`src/rtl/port_timeout_table_macros.svh`:
```
// assertion macros shared by the port timeout table modules
// expects clk_i and rst_ni in the scope of each use
`ifndef PORT_TIMEOUT_TABLE_MACROS_SVH
`define PORT_TIMEOUT_TABLE_MACROS_SVH

// same-cycle implication
`define PTT_ASSERT_IMP(lbl, ante, cons, msg) \
  lbl: assert property (@(posedge clk_i) disable iff (!rst_ni) (ante) |-> (cons)) \
    else $error(msg);

// next-cycle implication
`define PTT_ASSERT_NEXT(lbl, ante, cons, msg) \
  lbl: assert property (@(posedge clk_i) disable iff (!rst_ni) (ante) |=> (cons)) \
    else $error(msg);

`endif

```
`src/rtl/ptt_pkg.sv`:
```
// types and constants for the port timeout table
// no dependencies
package ptt_pkg;

  localparam int unsigned TimeW = 63;
  localparam int unsigned PortFieldW = 16;

  localparam logic [1:0] MODE_SET    = 2'd0;
  localparam logic [1:0] MODE_CANCEL = 2'd1;
  localparam logic [1:0] MODE_TICK   = 2'd2;

  localparam logic [2:0] ST_INSERTED  = 3'd0;
  localparam logic [2:0] ST_UPDATED   = 3'd1;
  localparam logic [2:0] ST_CANCELLED = 3'd2;
  localparam logic [2:0] ST_ABSENT    = 3'd3;
  localparam logic [2:0] ST_FULL      = 3'd4;
  localparam logic [2:0] ST_FIRED     = 3'd5;
  localparam logic [2:0] ST_NONE      = 3'd6;

  localparam logic [TimeW-1:0] NONE_DEADLINE = {TimeW{1'b1}};

  typedef struct packed {
    logic [1:0]            mode;
    logic [PortFieldW-1:0] port_id;
    logic [TimeW-1:0]      deadline;
    logic [TimeW-1:0]      now_ms;
  } item_t;

  typedef struct packed {
    logic [2:0]            status;
    logic [PortFieldW-1:0] fired_port;
    logic [TimeW-1:0]      earliest_deadline;
    logic                  last;
  } result_t;

endpackage

```
`src/rtl/ptt_mem.sv`:
```
// entry store: port and deadline of each table slot
// single write port, one registered read port; uses no package
module ptt_mem #(
  parameter int unsigned DEPTH  = 16,
  parameter int unsigned WORD_W = 79
) (
  input  logic                                  clk_i,
  input  logic                                  we_i,
  input  logic [((DEPTH > 1) ? $clog2(DEPTH) : 1)-1:0] waddr_i,
  input  logic [WORD_W-1:0]                     wdata_i,
  input  logic                                  re_i,
  input  logic [((DEPTH > 1) ? $clog2(DEPTH) : 1)-1:0] raddr_i,
  output logic [WORD_W-1:0]                     rdata_o
);

  logic [WORD_W-1:0] mem_q [DEPTH];
  logic [WORD_W-1:0] rdata_q;

  always_ff @(posedge clk_i) begin
    if (we_i) begin
      mem_q[waddr_i] <= wdata_i;
    end
  end

  always_ff @(posedge clk_i) begin
    if (re_i) begin
      rdata_q <= mem_q[raddr_i];
    end
  end

  assign rdata_o = rdata_q;

endmodule

```
`src/rtl/ptt_ctrl.sv`:
```
// sequencer of the port timeout table: scans the entry store, keeps valid bits
// and the earliest deadline, and builds result beats; uses ptt_pkg and the macros header
`include "port_timeout_table_macros.svh"

module ptt_ctrl #(
  parameter int unsigned DEPTH  = 16,
  parameter int unsigned PORT_W = 16
) (
  input  logic                clk_i,
  input  logic                rst_ni,
  input  logic                in_valid_i,
  output logic                in_ready_o,
  input  ptt_pkg::item_t      in_item_i,
  output logic                res_valid_o,
  input  logic                res_ready_i,
  output ptt_pkg::result_t    res_o,
  output logic                mem_we_o,
  output logic [((DEPTH > 1) ? $clog2(DEPTH) : 1)-1:0] mem_waddr_o,
  output logic [PORT_W+ptt_pkg::TimeW-1:0] mem_wdata_o,
  output logic                mem_re_o,
  output logic [((DEPTH > 1) ? $clog2(DEPTH) : 1)-1:0] mem_raddr_o,
  input  logic [PORT_W+ptt_pkg::TimeW-1:0] mem_rdata_i
);

  localparam int unsigned AW = (DEPTH > 1) ? $clog2(DEPTH) : 1;
  localparam int unsigned WW = PORT_W + ptt_pkg::TimeW;

  localparam logic [2:0] S_IDLE    = 3'd0;
  localparam logic [2:0] S_SCAN    = 3'd1;
  localparam logic [2:0] S_DRAIN   = 3'd2;
  localparam logic [2:0] S_FINISH  = 3'd3;
  localparam logic [2:0] S_PUT     = 3'd4;
  localparam logic [2:0] S_EMIT    = 3'd5;
  localparam logic [2:0] S_EMIT_RD = 3'd6;

  logic [2:0]                  state_q, state_d;
  logic [1:0]                  mode_q, mode_d;
  logic [PORT_W-1:0]           port_q, port_d;
  logic [ptt_pkg::TimeW-1:0]   val_q, val_d;
  logic [DEPTH-1:0]            valid_q, valid_d;
  logic [DEPTH-1:0]            fire_q, fire_d;
  logic [DEPTH-1:0]            fire_rest;
  logic [ptt_pkg::TimeW-1:0]   earliest_q, earliest_d;
  logic [ptt_pkg::TimeW-1:0]   min_q, min_d;
  logic                        hit_q, hit_d;
  logic [AW-1:0]               hit_idx_q, hit_idx_d;
  logic                        free_q, free_d;
  logic [AW-1:0]               free_idx_q, free_idx_d;
  logic [AW-1:0]               idx_q, idx_d;
  logic                        dv_q, dv_d;
  logic [AW-1:0]               cmp_idx_q, cmp_idx_d;
  logic [2:0]                  status_q, status_d;
  logic [ptt_pkg::PortFieldW-1:0] out_port_q, out_port_d;
  logic                        last_q, last_d;

  logic [PORT_W-1:0]           rd_port;
  logic [ptt_pkg::TimeW-1:0]   rd_dl;

  assign rd_port = mem_rdata_i[PORT_W-1:0];
  assign rd_dl   = mem_rdata_i[WW-1:PORT_W];

  always_comb begin
    fire_rest = fire_q;
    fire_rest[idx_q] = 1'b0;
  end

  always_comb begin
    state_d    = state_q;
    mode_d     = mode_q;
    port_d     = port_q;
    val_d      = val_q;
    valid_d    = valid_q;
    fire_d     = fire_q;
    earliest_d = earliest_q;
    min_d      = min_q;
    hit_d      = hit_q;
    hit_idx_d  = hit_idx_q;
    free_d     = free_q;
    free_idx_d = free_idx_q;
    idx_d      = idx_q;
    dv_d       = 1'b0;
    cmp_idx_d  = cmp_idx_q;
    status_d   = status_q;
    out_port_d = out_port_q;
    last_d     = last_q;
    in_ready_o  = 1'b0;
    res_valid_o = 1'b0;
    mem_we_o    = 1'b0;
    mem_waddr_o = hit_idx_q;
    mem_wdata_o = {val_q, port_q};
    mem_re_o    = 1'b0;
    mem_raddr_o = idx_q;

    // entry compare, in the cycle after its read
    if (dv_q) begin
      if (valid_q[cmp_idx_q]) begin
        if (mode_q != ptt_pkg::MODE_TICK && rd_port == port_q) begin
          hit_d     = 1'b1;
          hit_idx_d = cmp_idx_q;
        end else if (mode_q == ptt_pkg::MODE_TICK && rd_dl <= val_q) begin
          fire_d[cmp_idx_q] = 1'b1;
        end else if (rd_dl < min_q) begin
          min_d = rd_dl;
        end
      end else if (!free_q) begin
        free_d     = 1'b1;
        free_idx_d = cmp_idx_q;
      end
    end

    case (state_q)
      S_IDLE: begin
        in_ready_o = 1'b1;
        if (in_valid_i) begin
          mode_d = in_item_i.mode;
          port_d = in_item_i.port_id[PORT_W-1:0];
          val_d  = (in_item_i.mode == ptt_pkg::MODE_SET) ? in_item_i.deadline
                                                        : in_item_i.now_ms;
          hit_d  = 1'b0;
          free_d = 1'b0;
          fire_d = '0;
          min_d  = ptt_pkg::NONE_DEADLINE;
          idx_d  = '0;
          case (in_item_i.mode)
            ptt_pkg::MODE_SET, ptt_pkg::MODE_CANCEL: begin
              state_d = S_SCAN;
            end
            ptt_pkg::MODE_TICK: begin
              if (earliest_q > in_item_i.now_ms) begin
                status_d   = ptt_pkg::ST_NONE;
                out_port_d = '0;
                last_d     = 1'b1;
                state_d    = S_PUT;
              end else begin
                state_d = S_SCAN;
              end
            end
            default: begin
              state_d = S_FINISH;
            end
          endcase
        end
      end
      S_SCAN: begin
        mem_re_o  = 1'b1;
        dv_d      = 1'b1;
        cmp_idx_d = idx_q;
        if (idx_q == AW'(DEPTH - 1)) begin
          state_d = S_DRAIN;
        end else begin
          idx_d = idx_q + 1'b1;
        end
      end
      S_DRAIN: begin
        state_d = S_FINISH;
      end
      S_FINISH: begin
        last_d     = 1'b1;
        out_port_d = ptt_pkg::PortFieldW'(port_q);
        state_d    = S_PUT;
        case (mode_q)
          ptt_pkg::MODE_SET: begin
            if (hit_q || free_q) begin
              mem_we_o = 1'b1;
              if (val_q < earliest_q) begin
                earliest_d = val_q;
              end
              if (hit_q) begin
                status_d = ptt_pkg::ST_UPDATED;
              end else begin
                mem_waddr_o         = free_idx_q;
                valid_d[free_idx_q] = 1'b1;
                status_d            = ptt_pkg::ST_INSERTED;
              end
            end else begin
              status_d = ptt_pkg::ST_FULL;
            end
          end
          ptt_pkg::MODE_CANCEL: begin
            if (hit_q) begin
              valid_d[hit_idx_q] = 1'b0;
              earliest_d         = min_q;
              status_d           = ptt_pkg::ST_CANCELLED;
            end else begin
              status_d = ptt_pkg::ST_ABSENT;
            end
          end
          ptt_pkg::MODE_TICK: begin
            valid_d    = valid_q & ~fire_q;
            earliest_d = min_q;
            if (fire_q == '0) begin
              status_d   = ptt_pkg::ST_NONE;
              out_port_d = '0;
            end else begin
              idx_d   = '0;
              state_d = S_EMIT;
            end
          end
          default: begin
            state_d = S_IDLE;
          end
        endcase
      end
      S_PUT: begin
        res_valid_o = 1'b1;
        if (res_ready_i) begin
          state_d = last_q ? S_IDLE : S_EMIT;
        end
      end
      S_EMIT: begin
        if (fire_q[idx_q]) begin
          mem_re_o      = 1'b1;
          fire_d[idx_q] = 1'b0;
          last_d        = (fire_rest == '0);
          state_d       = S_EMIT_RD;
        end else begin
          idx_d = idx_q + 1'b1;
        end
      end
      S_EMIT_RD: begin
        status_d   = ptt_pkg::ST_FIRED;
        out_port_d = ptt_pkg::PortFieldW'(rd_port);
        state_d    = S_PUT;
      end
      default: begin
        state_d = S_IDLE;
      end
    endcase
  end

  always_ff @(posedge clk_i or negedge rst_ni) begin
    if (!rst_ni) begin
      state_q    <= S_IDLE;
      valid_q    <= '0;
      fire_q     <= '0;
      earliest_q <= ptt_pkg::NONE_DEADLINE;
      hit_q      <= 1'b0;
      free_q     <= 1'b0;
      dv_q       <= 1'b0;
    end else begin
      state_q    <= state_d;
      valid_q    <= valid_d;
      fire_q     <= fire_d;
      earliest_q <= earliest_d;
      hit_q      <= hit_d;
      free_q     <= free_d;
      dv_q       <= dv_d;
    end
  end

  always_ff @(posedge clk_i) begin
    mode_q     <= mode_d;
    port_q     <= port_d;
    val_q      <= val_d;
    min_q      <= min_d;
    hit_idx_q  <= hit_idx_d;
    free_idx_q <= free_idx_d;
    idx_q      <= idx_d;
    cmp_idx_q  <= cmp_idx_d;
    status_q   <= status_d;
    out_port_q <= out_port_d;
    last_q     <= last_d;
  end

  assign res_o.status            = status_q;
  assign res_o.fired_port        = out_port_q;
  assign res_o.earliest_deadline = earliest_q;
  assign res_o.last              = last_q;

  `PTT_ASSERT_IMP(a_no_rw_overlap, mem_we_o, !mem_re_o, "store read and written together")
  `PTT_ASSERT_IMP(a_emit_has_work, state_q == S_EMIT, fire_q != '0, "emit with no fired entry")
  `PTT_ASSERT_IMP(a_last_drains, (state_q == S_PUT) && last_q, fire_q == '0, "fired entries left")
  `PTT_ASSERT_NEXT(a_set_lowers, (state_q == S_FINISH) && (mode_q == ptt_pkg::MODE_SET), earliest_q <= $past(earliest_q), "set raised earliest deadline")

endmodule

```
`src/rtl/port_timeout_table.sv`:
```
// Port timeout table. Holds up to TABLE_DEPTH port deadlines in a store with one write
// port and one registered read port, scanned one entry per cycle. A set or cancel beat,
// and a tick that has reached the earliest deadline, scans every slot, then passes the
// drain and finish states before its result is put out; a tick that fires then walks
// the slots and reads each fired port back from the store before putting it out. A tick
// ahead of the earliest deadline skips the scan and goes straight to its result. A
// stalled output holds the result back. One beat is worked on at a time; a finished
// result sits in the output register while the next beat is taken. Fired ports leave
// in ascending slot order, tlast on the final one.
`include "port_timeout_table_macros.svh"

module port_timeout_table #(
  parameter int unsigned TABLE_DEPTH = 16,
  parameter int unsigned PORT_BITS   = 16
) (
  input  logic         clk_i,
  input  logic         rst_ni,
  input  logic         s_axis_tvalid_i,
  output logic         s_axis_tready_o,
  input  logic [143:0] s_axis_tdata_i,   // port_id[15:0], deadline[78:16], now_ms[141:79]
  input  logic [1:0]   s_axis_tuser_i,   // mode
  output logic         m_axis_tvalid_o,
  input  logic         m_axis_tready_i,
  output logic [79:0]  m_axis_tdata_o,   // fired_port[15:0], earliest_deadline[78:16]
  output logic [2:0]   m_axis_tuser_o,   // status
  output logic         m_axis_tlast_o
);

  localparam int unsigned PORT_W = (PORT_BITS < ptt_pkg::PortFieldW) ? PORT_BITS
                                                                     : ptt_pkg::PortFieldW;
  localparam int unsigned AW = (TABLE_DEPTH > 1) ? $clog2(TABLE_DEPTH) : 1;
  localparam int unsigned WW = PORT_W + ptt_pkg::TimeW;

  ptt_pkg::item_t   item;
  ptt_pkg::result_t res;
  logic             res_valid, res_ready;
  ptt_pkg::result_t out_q;
  logic             out_valid_q;

  logic          mem_we, mem_re;
  logic [AW-1:0] mem_waddr, mem_raddr;
  logic [WW-1:0] mem_wdata, mem_rdata;

  assign item.mode     = s_axis_tuser_i;
  assign item.port_id  = s_axis_tdata_i[15:0];
  assign item.deadline = s_axis_tdata_i[78:16];
  assign item.now_ms   = s_axis_tdata_i[141:79];

  ptt_ctrl #(
    .DEPTH  (TABLE_DEPTH),
    .PORT_W (PORT_W)
  ) u_ctrl (
    .clk_i       (clk_i),
    .rst_ni      (rst_ni),
    .in_valid_i  (s_axis_tvalid_i),
    .in_ready_o  (s_axis_tready_o),
    .in_item_i   (item),
    .res_valid_o (res_valid),
    .res_ready_i (res_ready),
    .res_o       (res),
    .mem_we_o    (mem_we),
    .mem_waddr_o (mem_waddr),
    .mem_wdata_o (mem_wdata),
    .mem_re_o    (mem_re),
    .mem_raddr_o (mem_raddr),
    .mem_rdata_i (mem_rdata)
  );

  ptt_mem #(
    .DEPTH  (TABLE_DEPTH),
    .WORD_W (WW)
  ) u_mem (
    .clk_i   (clk_i),
    .we_i    (mem_we),
    .waddr_i (mem_waddr),
    .wdata_i (mem_wdata),
    .re_i    (mem_re),
    .raddr_i (mem_raddr),
    .rdata_o (mem_rdata)
  );

  // output register
  assign res_ready = !out_valid_q || m_axis_tready_i;

  always_ff @(posedge clk_i or negedge rst_ni) begin
    if (!rst_ni) begin
      out_valid_q <= 1'b0;
    end else if (res_ready) begin
      out_valid_q <= res_valid;
    end
  end

  always_ff @(posedge clk_i) begin
    if (res_ready && res_valid) begin
      out_q <= res;
    end
  end

  assign m_axis_tvalid_o = out_valid_q;
  assign m_axis_tdata_o  = {1'b0, out_q.earliest_deadline, out_q.fired_port};
  assign m_axis_tuser_o  = out_q.status;
  assign m_axis_tlast_o  = out_q.last;

  `PTT_ASSERT_NEXT(a_busy_after_beat, s_axis_tvalid_i && s_axis_tready_o,
                   !s_axis_tready_o, "second beat taken while busy")

endmodule
```
`config.mk`:
```
export PLATFORM = sky130hd
export DESIGN_NAME = port_timeout_table
export DESIGN_NICKNAME = d
export VERILOG_FILES = /design/src/rtl/ptt_pkg.sv /design/src/rtl/ptt_mem.sv /design/src/rtl/ptt_ctrl.sv /design/src/rtl/port_timeout_table.sv
export VERILOG_INCLUDE_DIRS = /design/src /design/src/rtl
export SDC_FILE = /design/constraint.sdc
export NUM_CORES = 2
export LEC_CHECK = 0
export BUFFER_PORTS_ARGS = -buffer_cell sky130_fd_sc_hd__buf_4
export CAP_MARGIN = 10
export CORE_ASPECT_RATIO = 0.9
export CORE_MARGIN = 2
export CORE_UTILIZATION = 50
export CTS_CLUSTER_SIZE = 8
export DETAILED_ROUTE_END_ITERATION = 6
export PLACE_DENSITY = 0.69
export SYNTH_ARGS = -nofsm -noshare
export SYNTH_HDL_FRONTEND = slang
export SYNTH_SLANG_ARGS = --single-unit
```
`constraint.sdc`:
```
create_clock -name clk_i -period 5.45 [get_ports clk_i]
set_input_delay 0.8175 -clock clk_i [delete_from_list [all_inputs] [get_ports clk_i]]
set_output_delay 0.8175 -clock clk_i [all_outputs]
set_load 0.05 [all_outputs]
```
==> results.md <==
- Post-Syn Nets: 4379
- RD Place Congestion: 0.899
- DR DRC count: 0
- Most area-consuming cells after synthesis: edfxtp_1 65%, mux4_2 13%, ha_1 4.5%, mux2i_1 2.7%, dfstp_2 2.3%
- Cts hold-fix bufs: 0
- Flop2flop setup slack: 1170 ps
- Count of unique library cells instantiated by Yosys: 72
- Crit share post-route: between 70% and 80%
- CTS tree: yes
- Skew final: between 40 and 50 ps
- Max clock buf depth: 3
- Max_slew headroom: 16.0%
- I/O Pins: 236
- Actual slew at the worst max-slew pin: 1260 ps
- Crit path max fanout: 63
- Hold Crit Start: s_axis_tdata_i[12]
- Effective utilization at floorplan: 50.4%
- Synth Instances: 3971
- Rows: 131
- Post-CTS setup buffers: 0
- Drt wl/cell: roughly 28 microns
- Final slew viol count: 0
- Pre-CTS WS: a little under 900 ps
- Register area: 50200 sq um
- Vias: about 39000
- Fill cells: 10300
- Top-count cell post-synth: edfxtp_1
- Die Area: 146000 sq um
- DR top layer: met4
- Met2 wire len: 85100 microns
- Area Growth Syn to Fin: 15.4%
- Clock share of power: approximately 31%
- PortBufs: 232
- Layout cell share with drive strength beyond 1: a little under a quarter
- Pint: between 0.02 and 0.03 W
- Number of global-route vias before repair: 39200
- Post-Route WL: 178000 microns
- Clock Latency Late Sink: approximately 840 ps
- Met3 WL: 14700 microns
- Final hold vios: 0
- Nets: 4768
- Tot GR Track Use: around 25%
- Clock root cell: clkbuf_16
- Critical Path AT: 5020 ps
- WL met1: approximately 75000 microns
- FF-to-FF End: u_ctrl.min_q[1]$_DFF_P_
- Antenna Cells: 0
- Iter 0 DRT Violations: 4538
- H-tree Lvls: 4
- Clk pin slew, worst setup/hold paths: 50 ps
- WP data required: 6200 ps
- Crit Path Class: reg2reg
- Via-to-Cell Ratio: about 6
- Post-CTS resize count: 0
- Grt total ovfl: 0
- ANT nets after route: 0
- CP Cell Sequence: inv_1, ha_1, nand4_1, nor4_1, buf_4, and4_1, o31a_1, a31oi_1, nand2_1, and4b_4, buf_12, mux2i_1
- Worst VDD drop: 0.000366 V
- Fmax: 0.234 GHz
- Fin crit period: 4280 ps
- Power Dens Cells: 514 nW/um^2
- Largest net degree at the start of global routing: approximately 130
- Register area share after synthesis: a little over two thirds
- Yosys reg bits: 1708
- TritonCTS Buffers: 232
- Yosys top cell area share: 64.8%
- TritonRoute pass-1 iters: 5
- Worst setup EP type: flip-flop
- Setup slack after layout: 1170 ps
- Largest stage delay, worst path: 790 ps
- Max_cap viols: 0
- Switch share: 30.6%
- Reg-to-reg critical path startpoint: u_ctrl.val_q[55]$_DFFE_PP_
- Switching power: 0.0130 W
- Ys flop type: edfxtp_1
- Hpwl dp: around 100000 microns
- Global-route wire length before repair: 262000 microns
- Share of power burned in registers: 42.3%
- Logic pwr share: about a quarter
- Area of the multi-input gates: between 15000 and 20000 sq um
- Layout Utilization: roughly three fifths
- Initial antenna violation count: 3
- Final setup vio count: 0
- Clk sinks: 1708
- Leak pwr: between 20 and 30 nW
- Post-synthesis average cell area: 18.0 sq um
- Slowest-stage cell, CP: edfxtp_1
- Core Footprint: 142000 sq um
- RSZ-0062 raised after global routing: false
- Hold depth: 1
- Worst reg-to-reg path cell count: 12
- Status: complete, no violations
- Top cells by instance count after synthesis: 1543 x edfxtp_1, 404 x mux4_2, 267 x inv_1, 258 x ha_1, 212 x nor2_1
- Synthesis warning total: 0
- Async S/R FF share, synth: 5.97%
- Die width: slightly above 400 microns
- Cell taking the most area after synthesis: edfxtp_1
- Startpoint types: flip-flop
- Chip height: 363 microns
- Worst Hold Class: in2reg
- Post-synth EDFFs: 1543
- End of the worst hold path: u_ctrl.port_q[12]$_DFFE_PP_
- Mapped Area: 71500 sq um
[state kept, by name (all words and copies together), names as in the netlist, 4 cells and up]
name / flops
u_ctrl.valid_q: 16
u_ctrl.out_port_q: 16
u_mem.rdata_o: 79
u_ctrl.hit_idx_q: 4
u_ctrl.mem_raddr_o: 4
u_ctrl.port_q: 16
m_axis_tdata_o: 79
u_ctrl.val_q: 63
u_ctrl.cmp_idx_q: 4
u_ctrl.fire_q: 16
u_mem.mem_q: 1264
u_ctrl.min_q: 63
u_ctrl.free_idx_q: 4
u_ctrl.earliest_q: 63
[power groups by stage]
stage,Sequential (W),Combinational (W),Clock (W)
3_5_place_dp,0.0182,0.0112,0
2_1_floorplan,0.0179,0.00789,0
5_1_grt,0.0181,0.0121,0.0140
4_1_cts,0.0180,0.0113,0.0135
6_report,0.0180,0.0112,0.0133
3_3_place_gp,0.0181,0.0110,0
[logic make-up after synthesis]
| kind of cell | share of synthesized area [%] |
|---|---|
| flip-flops | 70.3 |
| multiplexers | 15.5 |
| AND/OR/NAND/NOR | 3.49 |
| buffers and inverters | 2.44 |
| AO/OA/AOI/OAI | 3.53 |
| adder cells (fa/ha/maj) | 4.52 |
| XOR/XNOR | 0.221 |
| other | 0.00525 |
[cells in the final DEF (no fill, tap or decap), drive strengths merged, types with 7 or more instances in the layout]
cell,count
a211oi,9
a21o,35
a21oi,137
a221oi,8
a22o,19
a2bb2oi,11
and3,7
and4,10
buf,313
clkbuf,388
clkinv,8
dfrtp,39
dfstp,63
dfxtp,63
edfxtp,1543
ha,258
inv,277
mux2i,196
mux4,404
nand2,168
nand2b,13
nand3,28
nand4,42
nor2,213
nor2b,18
nor3,14
nor4,15
o211ai,7
o21a,11
o21ai,114
o22a,7
o31ai,12
xor2,17
[how the worst max path moves through the flow]
stage                     slack, ps                           from  cells after the start                              end
after floorplan                 -80  u_ctrl.state_q[0]$_DFFE_PN0P_                      8     u_mem.mem_q[12][0]$_DFFE_PP_
after global placement          960             s_axis_tdata_i[99]                     12   u_ctrl.out_port_q[0]$_DFFE_PP_
after detailed placement        870             s_axis_tdata_i[99]                     12  u_ctrl.out_port_q[11]$_DFFE_PP_
after CTS                      1210     u_ctrl.val_q[55]$_DFFE_PP_                     12         u_ctrl.min_q[57]$_DFF_P_
after global routing            960     u_ctrl.val_q[61]$_DFFE_PP_                     12         u_ctrl.min_q[56]$_DFF_P_
final                          1170     u_ctrl.val_q[55]$_DFFE_PP_                     12          u_ctrl.min_q[1]$_DFF_P_
[area by class of cell]
class                      count  share of cell area, %
inverter                     268                   1.23
tap                         1862                   2.82
timing repair buffer         314                   3.12
sequential                  1708                   60.9
clock inverter                17                  0.352
multi-input combinational   1836                   23.9
clock buffer                 388                   7.75
[metrics by stage]
stage | total power (W) | TNS [ps] | hold WS (ps) | instance area [sq um] | std cells
after CTS | 0.0427 | 0 | 109 | 82500 | 6392
after global routing | 0.0443 | 0 | 128 | 82500 | 6393
after detailed placement | 0.0293 | 0 | 407 | 75800 | 5987
after global placement | 0.0292 | 0 | 404 | 75800 | 5987
final | 0.0424 | 0 | 158 | 82500 | 6393
after floorplan | 0.0258 | -84070 | 400 | 71500 | 3971
[routing by layer]
layer	global-route usage, %	vias up
li1	-	16500
met1	35.7	20300
met2	38.7	1788
met3	4.14	274
met4	6.74	0
met5	0	-
[worst max-delay path: cells and delay by family (launching register included)]
kind	cells	cell delay, ps
AOI/OAI and AO/OA	2	410
adders and majority gates	1	310
buffers and inverters	3	850
DFF	1	790
muxes	1	270
and+or+nand+nor	5	1470
(Power assumes the default switching activity.)
